## src/hw/rtl/lfsb_pkg.sv

```systemverilog
// shared types and constants for the leftmost-free stack bank
`default_nettype none
package lfsb_pkg;

	localparam int NUM_STACKS  = 16;
	localparam int STACK_DEPTH = 16;
	localparam int VALUE_BITS  = 16;

	// fixed port widths
	localparam int OP_W     = 2;
	localparam int PORT_VAL = 16;
	localparam int STAT_W   = 2;
	localparam int IDX_W    = 4;
	localparam int CAP_W    = 5;

	// derived widths
	localparam int CNT_W   = $clog2(STACK_DEPTH + 1);
	localparam int SIDX_W  = (NUM_STACKS > 1) ? $clog2(NUM_STACKS) : 1;
	localparam int RAM_DEPTH = NUM_STACKS * STACK_DEPTH;
	localparam int ADDR_W  = (RAM_DEPTH > 1) ? $clog2(RAM_DEPTH) : 1;

	localparam logic [CAP_W-1:0] CAP_RESET = CAP_W'(16);

	localparam logic [OP_W-1:0] OP_PUSH   = 2'd0;
	localparam logic [OP_W-1:0] OP_POP    = 2'd1;
	localparam logic [OP_W-1:0] OP_POP_AT = 2'd2;

	localparam logic [STAT_W-1:0] STATUS_OK    = 2'd0;
	localparam logic [STAT_W-1:0] STATUS_EMPTY = 2'd1;
	localparam logic [STAT_W-1:0] STATUS_FULL  = 2'd2;

	// count update request for one cell
	typedef struct packed {
		logic inc;
		logic dec;
	} cell_cmd_t;

	// what one cell reports to the controller
	typedef struct packed {
		logic [CNT_W-1:0] count;
		logic             push_hit;
		logic             pop_hit;
		logic             nonempty;
	} cell_stat_t;

endpackage
`default_nettype wire

```

## src/hw/rtl/leftmost_free_stack_bank.sv

```systemverilog
// top level: bank of stacks, push leftmost non-full, pop rightmost non-empty
//
//  channel | signals                                   | dir | notes
//  --------+-------------------------------------------+-----+--------------------------
//  cfg     | cfg_wr_en, cfg_wr_data[4:0]               | in  | stack capacity, no wait
//  in      | in_valid/in_ready, op, push_value,        | in  | one item per operation
//          | stack_index                               |     |
//  out     | out_valid/out_ready, popped_value,        | out | one item per input item
//          | status, touched_stack                     |     |
//
// a push, or a pop that finds nothing, goes from the accept through the search state, which
// searches along the chain of fill-count cells, and back to idle; a pop that takes a value
// also passes the read state, for the registered read of the plate ram. reset clears
// every fill count and sets the capacity to 16; plate ram contents are never cleared.
// a result waiting in the output register does not block the next accept; the item after
// it stalls in its search or read cycle until the output is free.
`default_nettype none
module leftmost_free_stack_bank (
	input  wire logic                          clk,
	input  wire logic                          arst_n,
	input  wire logic                          cfg_wr_en,
	input  wire logic [lfsb_pkg::CAP_W-1:0]    cfg_wr_data,
	input  wire logic                          in_valid,
	output logic                               in_ready,
	input  wire logic [lfsb_pkg::OP_W-1:0]     op,
	input  wire logic [lfsb_pkg::PORT_VAL-1:0] push_value,
	input  wire logic [lfsb_pkg::IDX_W-1:0]    stack_index,
	output logic                               out_valid,
	input  wire logic                          out_ready,
	output logic [lfsb_pkg::PORT_VAL-1:0]      popped_value,
	output logic [lfsb_pkg::STAT_W-1:0]        status,
	output logic [lfsb_pkg::IDX_W-1:0]         touched_stack
);

	typedef enum logic [1:0] {
		ST_IDLE,
		ST_SEL,
		ST_READ
	} state_t;

	localparam int N = lfsb_pkg::NUM_STACKS;

	state_t state_q;

	// configuration
	logic [lfsb_pkg::CAP_W-1:0] cap_q;
	logic [lfsb_pkg::CNT_W-1:0] eff_cap;

	// accepted item
	logic [lfsb_pkg::OP_W-1:0]       op_q;
	logic [lfsb_pkg::VALUE_BITS-1:0] value_q;
	logic [lfsb_pkg::IDX_W-1:0]      index_q;

	// target stack held across the ram read
	logic [lfsb_pkg::SIDX_W-1:0] tgt_q;

	// cell chain
	lfsb_pkg::cell_cmd_t  cmd  [N];
	lfsb_pkg::cell_stat_t stat [N];
	logic [N:0]           push_link;
	logic [N:0]           pop_link;

	// search results
	logic [lfsb_pkg::SIDX_W-1:0] push_sel;
	logic [lfsb_pkg::SIDX_W-1:0] pop_sel;
	logic [lfsb_pkg::SIDX_W-1:0] at_sel;
	logic                        at_ok;
	logic                        at_nonempty;

	// decision for the item in the search cycle
	logic [lfsb_pkg::SIDX_W-1:0] tgt;
	logic [lfsb_pkg::CNT_W-1:0]  tgt_count;
	logic                        do_push;
	logic                        do_pop;
	logic [lfsb_pkg::STAT_W-1:0] res_status;
	logic [lfsb_pkg::IDX_W-1:0]  res_touched;

	logic                        out_free;
	logic                        res_load;
	logic                        commit_push;
	logic                        commit_pop;
	logic [lfsb_pkg::ADDR_W-1:0] base_addr;
	logic [lfsb_pkg::ADDR_W-1:0] wr_addr;
	logic [lfsb_pkg::ADDR_W-1:0] rd_addr;
	logic [lfsb_pkg::VALUE_BITS-1:0] rd_data;

	// capacity of zero acts as one, anything past the depth as the depth
	always_comb begin
		if (cap_q == '0) begin
			eff_cap = lfsb_pkg::CNT_W'(1);
		end else if (32'(cap_q) > lfsb_pkg::STACK_DEPTH) begin
			eff_cap = lfsb_pkg::CNT_W'(lfsb_pkg::STACK_DEPTH);
		end else begin
			eff_cap = lfsb_pkg::CNT_W'(cap_q);
		end
	end

	assign push_link[0] = 1'b0;
	assign pop_link[N]  = 1'b0;

	for (genvar i = 0; i < N; i++) begin : g_cell
		lfsb_cell u_cell (
			.clk           (clk),
			.arst_n        (arst_n),
			.cap           (eff_cap),
			.push_seen_in  (push_link[i]),
			.pop_seen_in   (pop_link[i+1]),
			.cmd           (cmd[i]),
			.push_seen_out (push_link[i+1]),
			.pop_seen_out  (pop_link[i]),
			.stat          (stat[i])
		);
	end

	// one-hot hits to index; at most one hit per chain
	always_comb begin
		push_sel = '0;
		pop_sel  = '0;
		for (int i = 0; i < N; i++) begin
			if (stat[i].push_hit) begin
				push_sel = push_sel | lfsb_pkg::SIDX_W'(i);
			end
			if (stat[i].pop_hit) begin
				pop_sel = pop_sel | lfsb_pkg::SIDX_W'(i);
			end
		end
	end

	// pop at index: stacks past the bank read as empty
	assign at_ok       = (32'(index_q) < N);
	assign at_sel      = lfsb_pkg::SIDX_W'(index_q);
	assign at_nonempty = at_ok && stat[at_sel].nonempty;

	always_comb begin
		tgt         = '0;
		do_push     = 1'b0;
		do_pop      = 1'b0;
		res_status  = lfsb_pkg::STATUS_EMPTY;
		res_touched = '0;
		case (op_q)
			lfsb_pkg::OP_PUSH: begin
				if (push_link[N]) begin
					tgt         = push_sel;
					do_push     = 1'b1;
					res_status  = lfsb_pkg::STATUS_OK;
					res_touched = lfsb_pkg::IDX_W'(push_sel);
				end else begin
					res_status = lfsb_pkg::STATUS_FULL;
				end
			end
			lfsb_pkg::OP_POP: begin
				if (pop_link[0]) begin
					tgt    = pop_sel;
					do_pop = 1'b1;
				end
			end
			lfsb_pkg::OP_POP_AT: begin
				res_touched = index_q;
				if (at_nonempty) begin
					tgt    = at_sel;
					do_pop = 1'b1;
				end
			end
			default: begin
				res_status = lfsb_pkg::STATUS_EMPTY;
			end
		endcase
	end

	assign tgt_count = stat[tgt].count;

	assign out_free    = ~out_valid | out_ready;
	assign commit_push = (state_q == ST_SEL) && out_free && do_push;
	assign commit_pop  = (state_q == ST_SEL) && out_free && do_pop;

	// a result enters the output register this cycle
	assign res_load = out_free && (((state_q == ST_SEL) && !do_pop) || (state_q == ST_READ));

	for (genvar i = 0; i < N; i++) begin : g_cmd
		assign cmd[i].inc = commit_push && (tgt == lfsb_pkg::SIDX_W'(i));
		assign cmd[i].dec = commit_pop && (tgt == lfsb_pkg::SIDX_W'(i));
	end

	// plate address: stack base plus slot within the stack
	assign base_addr = lfsb_pkg::ADDR_W'(tgt) * lfsb_pkg::ADDR_W'(lfsb_pkg::STACK_DEPTH);
	assign wr_addr   = base_addr + lfsb_pkg::ADDR_W'(tgt_count);
	assign rd_addr   = base_addr + lfsb_pkg::ADDR_W'(tgt_count - 1'b1);

	lfsb_ram #(
		.WIDTH (lfsb_pkg::VALUE_BITS),
		.DEPTH (lfsb_pkg::RAM_DEPTH)
	) u_plates (
		.clk     (clk),
		.wr_en   (commit_push),
		.wr_addr (wr_addr),
		.wr_data (value_q),
		.rd_en   (commit_pop),
		.rd_addr (rd_addr),
		.rd_data (rd_data)
	);

	assign in_ready = (state_q == ST_IDLE);

	always_ff @(posedge clk or negedge arst_n) begin
		if (!arst_n) begin
			cap_q <= lfsb_pkg::CAP_RESET;
		end else if (cfg_wr_en) begin
			cap_q <= cfg_wr_data;
		end
	end

	// item capture
	always_ff @(posedge clk) begin
		if (in_valid && in_ready) begin
			op_q    <= op;
			value_q <= lfsb_pkg::VALUE_BITS'(push_value);
			index_q <= stack_index;
		end
		if (commit_pop) begin
			tgt_q <= tgt;
		end
	end

	always_ff @(posedge clk or negedge arst_n) begin
		if (!arst_n) begin
			state_q       <= ST_IDLE;
			out_valid     <= 1'b0;
			popped_value  <= '0;
			status        <= lfsb_pkg::STATUS_OK;
			touched_stack <= '0;
		end else begin
			if (res_load) begin
				out_valid <= 1'b1;
			end else if (out_ready) begin
				out_valid <= 1'b0;
			end
			case (state_q)
				ST_IDLE: begin
					if (in_valid) begin
						state_q <= ST_SEL;
					end
				end
				ST_SEL: begin
					if (out_free) begin
						if (do_pop) begin
							state_q <= ST_READ;
						end else begin
							// push or nothing to take: result straight away
							popped_value  <= '0;
							status        <= res_status;
							touched_stack <= res_touched;
							state_q       <= ST_IDLE;
						end
					end
				end
				ST_READ: begin
					if (out_free) begin
						popped_value  <= lfsb_pkg::PORT_VAL'(rd_data);
						status        <= lfsb_pkg::STATUS_OK;
						touched_stack <= lfsb_pkg::IDX_W'(tgt_q);
						state_q       <= ST_IDLE;
					end
				end
				default: begin
					state_q <= ST_IDLE;
				end
			endcase
		end
	end

endmodule
`default_nettype wire

```

## src/hw/rtl/lfsb_ram.sv

```systemverilog
// generic single-write, single-read ram with registered read data
`default_nettype none
module lfsb_ram #(
	parameter int WIDTH = 16,
	parameter int DEPTH = 256
) (
	input  wire logic                     clk,
	input  wire logic                     wr_en,
	input  wire logic [$clog2(DEPTH)-1:0] wr_addr,
	input  wire logic [WIDTH-1:0]         wr_data,
	input  wire logic                     rd_en,
	input  wire logic [$clog2(DEPTH)-1:0] rd_addr,
	output logic      [WIDTH-1:0]         rd_data
);

	logic [WIDTH-1:0] mem_q [DEPTH];

	always_ff @(posedge clk) begin
		if (wr_en) begin
			mem_q[wr_addr] <= wr_data;
		end
		if (rd_en) begin
			rd_data <= mem_q[rd_addr];
		end
	end

endmodule
`default_nettype wire

```

## src/hw/rtl/lfsb_cell.sv

```systemverilog
// one stack's fill count with its links in the two search chains
`default_nettype none
module lfsb_cell (
	input  wire logic                       clk,
	input  wire logic                       arst_n,
	input  wire logic [lfsb_pkg::CNT_W-1:0] cap,
	input  wire logic                       push_seen_in,
	input  wire logic                       pop_seen_in,
	input  wire lfsb_pkg::cell_cmd_t        cmd,
	output logic                            push_seen_out,
	output logic                            pop_seen_out,
	output lfsb_pkg::cell_stat_t            stat
);

	logic [lfsb_pkg::CNT_W-1:0] count_q;
	logic                       not_full;
	logic                       nonempty;

	assign not_full = (count_q < cap);
	assign nonempty = (count_q != '0);

	// push chain runs left to right, pop chain right to left
	assign push_seen_out = push_seen_in | not_full;
	assign pop_seen_out  = pop_seen_in | nonempty;

	assign stat.count    = count_q;
	assign stat.push_hit = ~push_seen_in & not_full;
	assign stat.pop_hit  = ~pop_seen_in & nonempty;
	assign stat.nonempty = nonempty;

	always_ff @(posedge clk or negedge arst_n) begin
		if (!arst_n) begin
			count_q <= '0;
		end else if (cmd.inc) begin
			count_q <= count_q + 1'b1;
		end else if (cmd.dec) begin
			count_q <= count_q - 1'b1;
		end
	end

endmodule
`default_nettype wire

```

## config.mk

```make
export PLATFORM = sky130hd
export DESIGN_NAME = leftmost_free_stack_bank
export DESIGN_NICKNAME = d
export VERILOG_FILES = /design/src/hw/rtl/lfsb_pkg.sv /design/src/hw/rtl/leftmost_free_stack_bank.sv /design/src/hw/rtl/lfsb_ram.sv /design/src/hw/rtl/lfsb_cell.sv
export SDC_FILE = /design/constraint.sdc
export NUM_CORES = 2
export LEC_CHECK = 0
export BUFFER_PORTS_ARGS = -buffer_cell sky130_fd_sc_hd__buf_2
export CAP_MARGIN = 20
export CORE_MARGIN = 3
export CORE_UTILIZATION = 40
export CTS_CLUSTER_SIZE = 20
export DETAILED_ROUTE_END_ITERATION = 10
export SLEW_MARGIN = 20
export SYNTH_ARGS = -nofsm -noshare
export SYNTH_HDL_FRONTEND = slang
export SYNTH_SLANG_ARGS = --single-unit
```

## constraint.sdc

```tcl
create_clock -name clk -period 16.25 [get_ports clk]
set_clock_uncertainty 0.05 [all_clocks]
set_input_delay 1.625 -clock clk [delete_from_list [all_inputs] [get_ports clk]]
set_output_delay 1.625 -clock clk [all_outputs]
set_load 0.005 [all_outputs]
```

======== Word level (Yosys, flattened, before mapping) ========
Memories as Yosys holds them, arrays and structs flattened. A register that Yosys moved wholly into a read port is not among the register bits.
Cells that the tools add are included.
storage, ports and cells
  input bits .............................. 32
  output and inout port bits .............. 24
  bits in writable memories ............... 4096
  memories ................................ 1
  bits in registers ....................... 136
cells by class
  equal/unequal tests ..................... 23
  $add $sub $neg .......................... 35
  multiplexer cells ....................... 102
  bitwise logic cells ..................... 94
  reduce and logical (&&, ||, !) cells .... 80
  $lt $le $gt $ge ......................... 19
memory list
  memory          depth  width  read ports  clocked after Yosys merged registers in  wr ports  line            source
  u_plates.mem_q  256    16     1           1                                        1         lfsb_ram.sv:16  logic [WIDTH-1:0] mem_q [DEPTH];
operator list
  operator                                                            count
  5-bit two-way mux                                                   34
  4-bit two-way mux                                                   22
  5-bit by 1-bit adder with 5-bit output, second input constant       16
  5-bit less-than comparator                                          16
  5-bit nonzero test                                                  16
  5-bit by 1-bit subtractor with 5-bit output, second input constant  16
  8-bit binary-select mux with 4-bit select                           2
  16-bit two-way mux                                                  3
  1-bit logical AND                                                   38
  2-bit nonzero test                                                  18
  4-bit == test, second input constant                                8
  16-bit one-hot mux with 2 select lines                              1
  1-bit inverter                                                      31
  1-bit OR                                                            31
  1-bit bitwise AND                                                   30
  2-bit two-way mux                                                   12
  3-bit two-way mux                                                   8
  4-bit by 3-bit == test with 1-bit output, second input constant     4
  8-bit two-way mux                                                   2
  4-bit one-hot mux with 2 select lines                               2
  1-bit two-way mux                                                   12
  4-bit one-hot mux with 3 select lines                               1
  5-bit >= comparator, second input constant                          2
  4-bit inverter with 5-bit output                                    2
  other kinds (19)                                                    26

======== Longest topological paths before layout ========
  depth in word-level cells ............... 39
  gate-level depth with buffers ........... 39
  mapped depth without buffers ............ 30

======== Cells and area by module ========
From an unflattened synthesis, not the netlist that was laid out.
second synthesis, totals
  cell total of the unflattened synthesis .. 8548
  area, all modules ....................... 169750.3 sq um
modules (own cells, without submodules)
  module                            cells each  area an instance (sq um)  instances  seq. area each (sq um)
  lfsb_ram                          7360        158874.9                  1          123478.4
  lfsb_cell (g_cell[0].u_cell ...)  49          435.4                     15         125.1
  leftmost_free_stack_bank          401         3880.0                    1          1532.7
  lfsb_cell (g_cell[4].u_cell)      52          464.2                     1          125.1

======== Worst setup path before layout ========
No wires, ideal clock.
  path type ............................... flip-flop to flip-flop
  start ................................... register cap_q[4] in the netlist's numbering
  end ..................................... register u_plates.rd_data[14] (read register of u_plates.mem_q) (data pin)
  buffers on the path ..................... 7
  setup time .............................. 0.278 ns
  period minus slack after synthesis ...... 8.458 ns
  data required time ...................... 15.922 ns
  stages on the path, launching flop included .. 37
  setup slack ............................. 7.792 ns
  arrival ................................. 8.130 ns
  cell sequence ........................... dfstp_2 -> buf_2 -> inv_1 -> nand2_1 -> ha_1 -> o211ai_1 -> o21ai_0 -> o21ai_1 -> a2111oi_2 -> nand2_1 -> o31ai_1 -> o21ai_2 -> or4_1 -> o221a_2 -> o2111a_1 -> inv_2 -> buf_2 -> buf_4 -> buf_4 -> buf_2 -> ha_1 -> nand2_1 -> xnor2_1 -> ha_1 -> inv_1 -> fa_1 -> inv_1 -> nand2_1 -> a31oi_1 -> o21a_1 -> nor2_1 -> buf_2 -> buf_2 -> o22ai_1 -> nor4_1 -> a2bb2oi_1 -> o221ai_1
between the ends
  cells in the longest elaborated chain, start to end .. 29
  elaborated cells on any way between the ends .. 88
RTL lines
  what                                                           line                              source
  start: declaration                                             leftmost_free_stack_bank.sv:46    logic [lfsb_pkg::CAP_W-1:0] cap_q;
  start signal: assignment                                       leftmost_free_stack_bank.sv:206   cap_q <= lfsb_pkg::CAP_RESET;
  start signal: assignment                                       leftmost_free_stack_bank.sv:208   cap_q <= cfg_wr_data;
  5-bit > comparator                                             leftmost_free_stack_bank.sv:91    end else if (32'(cap_q) > lfsb_pkg::STACK_DEPTH) begin
  5-bit two-way mux                                              leftmost_free_stack_bank.sv:91
  5-bit two-way mux (*)                                          leftmost_free_stack_bank.sv:89    if (cap_q == '0) begin
  5-bit less-than comparator                                     lfsb_cell.sv:19                   assign not_full = (count_q < cap);
  1-bit inverter / 1-bit OR (equally long branches)              lfsb_cell.sv:27, lfsb_cell.sv:23
  1-bit bitwise AND, or another cell as far along                lfsb_cell.sv:27                   assign stat.push_hit = ~push_seen_in & not_full;
  1-bit two-way mux, or another cell as far along                leftmost_free_stack_bank.sv:120   if (stat[i].push_hit) begin
  2-bit two-way mux, or another cell as far along (2 in series)  leftmost_free_stack_bank.sv:120
  [11 not listed]                                                --
  4-bit two-way mux                                              leftmost_free_stack_bank.sv:120
  4-bit two-way mux (*)                                          leftmost_free_stack_bank.sv:142   if (push_link[N]) begin
  4-bit one-hot mux with 3 select lines (*)                      leftmost_free_stack_bank.sv:140   case (op_q)
  4-bit inverter with 5-bit output (not written as such)         leftmost_free_stack_bank.sv:170   assign tgt_count = stat[tgt].count;
  8-bit binary-select mux with 4-bit select                      leftmost_free_stack_bank.sv:170
  8-bit two-way mux (not written as such) (2 in series)          leftmost_free_stack_bank.sv:170
  5-bit by 1-bit subtractor with 6-bit output                    leftmost_free_stack_bank.sv:187   assign rd_addr = base_addr + lfsb_pkg::ADDR_W'(tgt_count - 1'b1);
  8-bit adder (*)                                                leftmost_free_stack_bank.sv:187
  end: declaration                                               lfsb_ram.sv:13                    output logic [WIDTH-1:0] rd_data
Every way passes the cells marked *; elsewhere a longest branch is shown, timed or not. The select of a mux whose other input is x is not followed.
A chain may end at the register's enable or synchronous reset.

======== Worst setup path after layout ========
  start ................................... register cap_q[4] in the netlist's numbering
  end ..................................... register u_plates.rd_data[11] (read register of u_plates.mem_q) (data pin)
Same word-level chain as after synthesis.

==> impl_metrics.csv <==
group,metric,value,unit
run_status,outcome,"finished clean",
timing,grt_setup_unrepaired,"false",
timing,final_hold_viol_count,0,
die,die_w,653,um
synth,synth_fa_ha_area_frac,0.0114,
route,dr.pass1.iters,8,
worst_setup_path,critPathMostFrequentCell,"inv_1",
layout,syn_to_final_growth,13.6,%
synth,synth_area_per_cell,21.2,um^2
worst_setup_path,worstPathArrival,13.20,ns
worst_setup_path,required,16.92,ns
timing,fin_crit,12.53,ns
clock_network,cts.clk_slew.worst_paths,0.06,ns
synth,synth_area_leader_cell,"edfxtp_1",
global_routing,grt_first_pass_wirelength,641000,um
synth,yosysWarnings,0,
die,core-area,417000,um^2
global_routing,overflow,0,
die,ioPinCount,56,
route,vias_per_cell,5.87,
worst_setup_path,max_stage_delay,1.01,ns
worst_hold_path,min_path_cells,1,
clock_network,cts_sinks,4248,
layout,drive_above_1_share,0.251,
route,drt_wl_total,452000,um
layout,final_cell_mix,"4,138 x edfxtp_1, 1,024 x mux4_2, 433 x clkbuf_16, 414 x mux2i_1, 342 x buf_4",
global_routing,grt.total_usage,0.209,
synth,synth_mux_area_frac,0.165,
worst_setup_path,r2r_start,"cap_q[4]$_DFFE_PN1P_",
clock_network,clockBufferDepth,4,
synth,yosys_most_used_dff,"edfxtp_1",
global_routing,grt_max_degree,174,
clock_network,numCtsBuffers,429,
synth,synth_fp_nets,8075,
synth,async_reset_ff_frac,0.0259,
timing,tightest_slew,1.29,ns
clock_network,hold_buffers,0,
synth,ys_seq_area_frac,0.758,
layout,nets,8521,
synth,ys_seq_elements,4248,
worst_setup_path,cp_slowest_cell,"nor4_1",
synth,netlist_area,168000,um^2
synth,synth_top_area_frac,0.742,
route,routedWlPerCell,31.8,um
synth,synth_cells,7901,
synth,synth_xor_area_frac,0.00455,
worst_hold_path,min-delay-start,"u_plates.rd_data[12]$_DFFE_PP_",
job,drv_cap,0,
worst_setup_path,r2r_cells,30,
synth,synthTopCellsByArea,"edfxtp_1 74%, mux4_2 14%, mux2i_1 2.5%",
clock_network,clkLatencyLatePin,0.98,ns
die,fp.dieH,653,um
worst_setup_path,end_kind,"register",
route,postRouteAntennaNets,0,
worst_setup_path,crit_type,"reg -> reg",
synth,synth-simple-area-share,0.0223,
worst_setup_path,worst-path-max-fanout,38,
clock_network,cts_tree,"yes",
synth,synth_edf_count,4138,
timing,fmax,79.8,MHz
route,vias,83500,
placed_design,hpwl,272000,um
timing,fin_setup_tns,0,ns
placed_design,gp_congestion,0.902,
worst_hold_path,holdCritPathClass,"reg -> reg",
route,drc,0,
timing,drv_slew,0,
synth,synth_top_family_by_area,"multiplexers",
global_routing,antenna_found_initial,25,
route,drt_iter0_markers,10500,
placed_design,port_buffers,55,
timing,maxSlewHeadroom,0.138,
clock_network,post-cts-setup-buffers,0,
synth,synth_compound_area_frac,0.0268,
timing,final-setup-viol-count,0,
clock_network,h-tree-depth,5,
clock_network,post_cts_resized,0,
die,initial_core_util,0.402,
synth,yosysUniqueCellTypes,99,
die,num_rows,237,
worst_setup_path,start_kind,"register",
global_routing,grt_pass1_vias,83100,
layout,final_common_cell,"edfxtp_1",
timing,fin_crit_sh,0.771,
clock_network,cts_root_buf,"clkbuf_16",
worst_setup_path,crit_start,"cap_q[4]$_DFFE_PN1P_",
die,die_area,427000,um^2
## worst max-delay path, delay by kind of cell, from the launching register on
family,cells,cell delay (ns)
fa+ha+maj,3,1.27
flops,1,0.43
buf+inv,4,1.41
xor+xnor,1,0.37
compound gates,12,4.10
simple gates,10,4.53
## layer usage
metal	track usage	vias to the layer above	share of wire
li1	-	34100	-
met1	0.296	45100	0.41
met2	0.329	3678	0.47
met3	0.0350	684	0.078
met4	0.0722	0	0.039
met5	0	-	0
## area by class of cell
cell class                      count  area, um^2
Fill cell                       34500      227000
Sequential cell                  4248      127000
Multi-Input combinational cell   3198       39000
Clock buffer                      529       11300
Tap cell                         5497        6880
Timing Repair Buffer              427        3420
Clock inverter                    269        2640
Inverter                           43         169
Antenna cell                       16        40.0
## sequential cells by signal, indices dropped and copies added, names as in the netlist
signal,count
at_sel,4
cap_q,5
g_cell.u_cell.count_q,80
op_q,2
out_valid,1
popped_value,16
state_q,2
status,2
tgt_q,4
touched_stack,4
u_plates.mem_q,4096
u_plates.rd_data,16
value_q,16
## synthesized netlist by cell type, drive strengths merged (4+ instances only)
library cell  instances
edfxtp             4138
mux4               1024
mux2i               419
nor2                333
nand2               244
clkbuf              225
o22ai               201
buf                 187
ha                  125
a21oi               117
dfrtp               109
o21ai                95
xnor2                68
nor4                 64
nand3                57
a21o                 42
inv                  42
mux2                 33
a22oi                32
or4                  28
o211ai               27
nor3                 24
a221oi               21
o21a                 21
or3                  19
xor2                 19
a22o                 18
fa                   17
o22a                 17
a2bb2oi              11
and2                 10
nand2b               10
a2111oi               9
a211oi                8
o2111ai               7
o2bb2ai               7
nor2b                 6
o31ai                 6
a31oi                 4
nor4b                 4
or2                   4
## metrics by stage
| step | setup WS (ns) | utilization | cells | instance area, um^2 | hold WS [ns] |
|---|---|---|---|---|---|
| 6_report | 3.72 | 0.457 | 14200 | 190000 | 0.384 |
| 5_1_grt | 3.15 | 0.457 | 14200 | 190000 | 0.386 |
| 4_1_cts | 3.84 | 0.456 | 14200 | 190000 | 0.384 |
| 3_5_place_dp | 3.88 | 0.423 | 13400 | 176000 | 0.404 |
| 3_3_place_gp | 4.05 | 0.423 | 13400 | 176000 | 0.399 |
| 2_1_floorplan | 7.79 | - | 7901 | 168000 | 0.393 |
## cells by family after synthesis
group / count (synthesis)
and+or+nand+nor: 820
adders and majority gates: 142
muxes: 1476
buffers and inverters: 455
AOI/OAI and AO/OA: 673
DFF: 4248
xor gates and xnor gates: 87
## worst paths after layout
path / slack, ns / end
worst max-delay path: 3.72 / u_plates.rd_data[11]$_DFFE_PP_
worst min-delay path: 0.38 / popped_value[12]$_DFFE_PN0P_
worst max register to register: 3.72 / u_plates.rd_data[11]$_DFFE_PP_
worst min register to register: 0.38 / popped_value[12]$_DFFE_PN0P_
max in group asynchronous: 14.13 / popped_value[1]$_DFFE_PN0P_
min in group asynchronous: 0.64 / g_cell[6].u_cell.count_q[0]$_DFFE_PN0P_
Power is not shown: default switching activity piles up to over one toggle a cycle in this logic, so the estimate is an artifact.
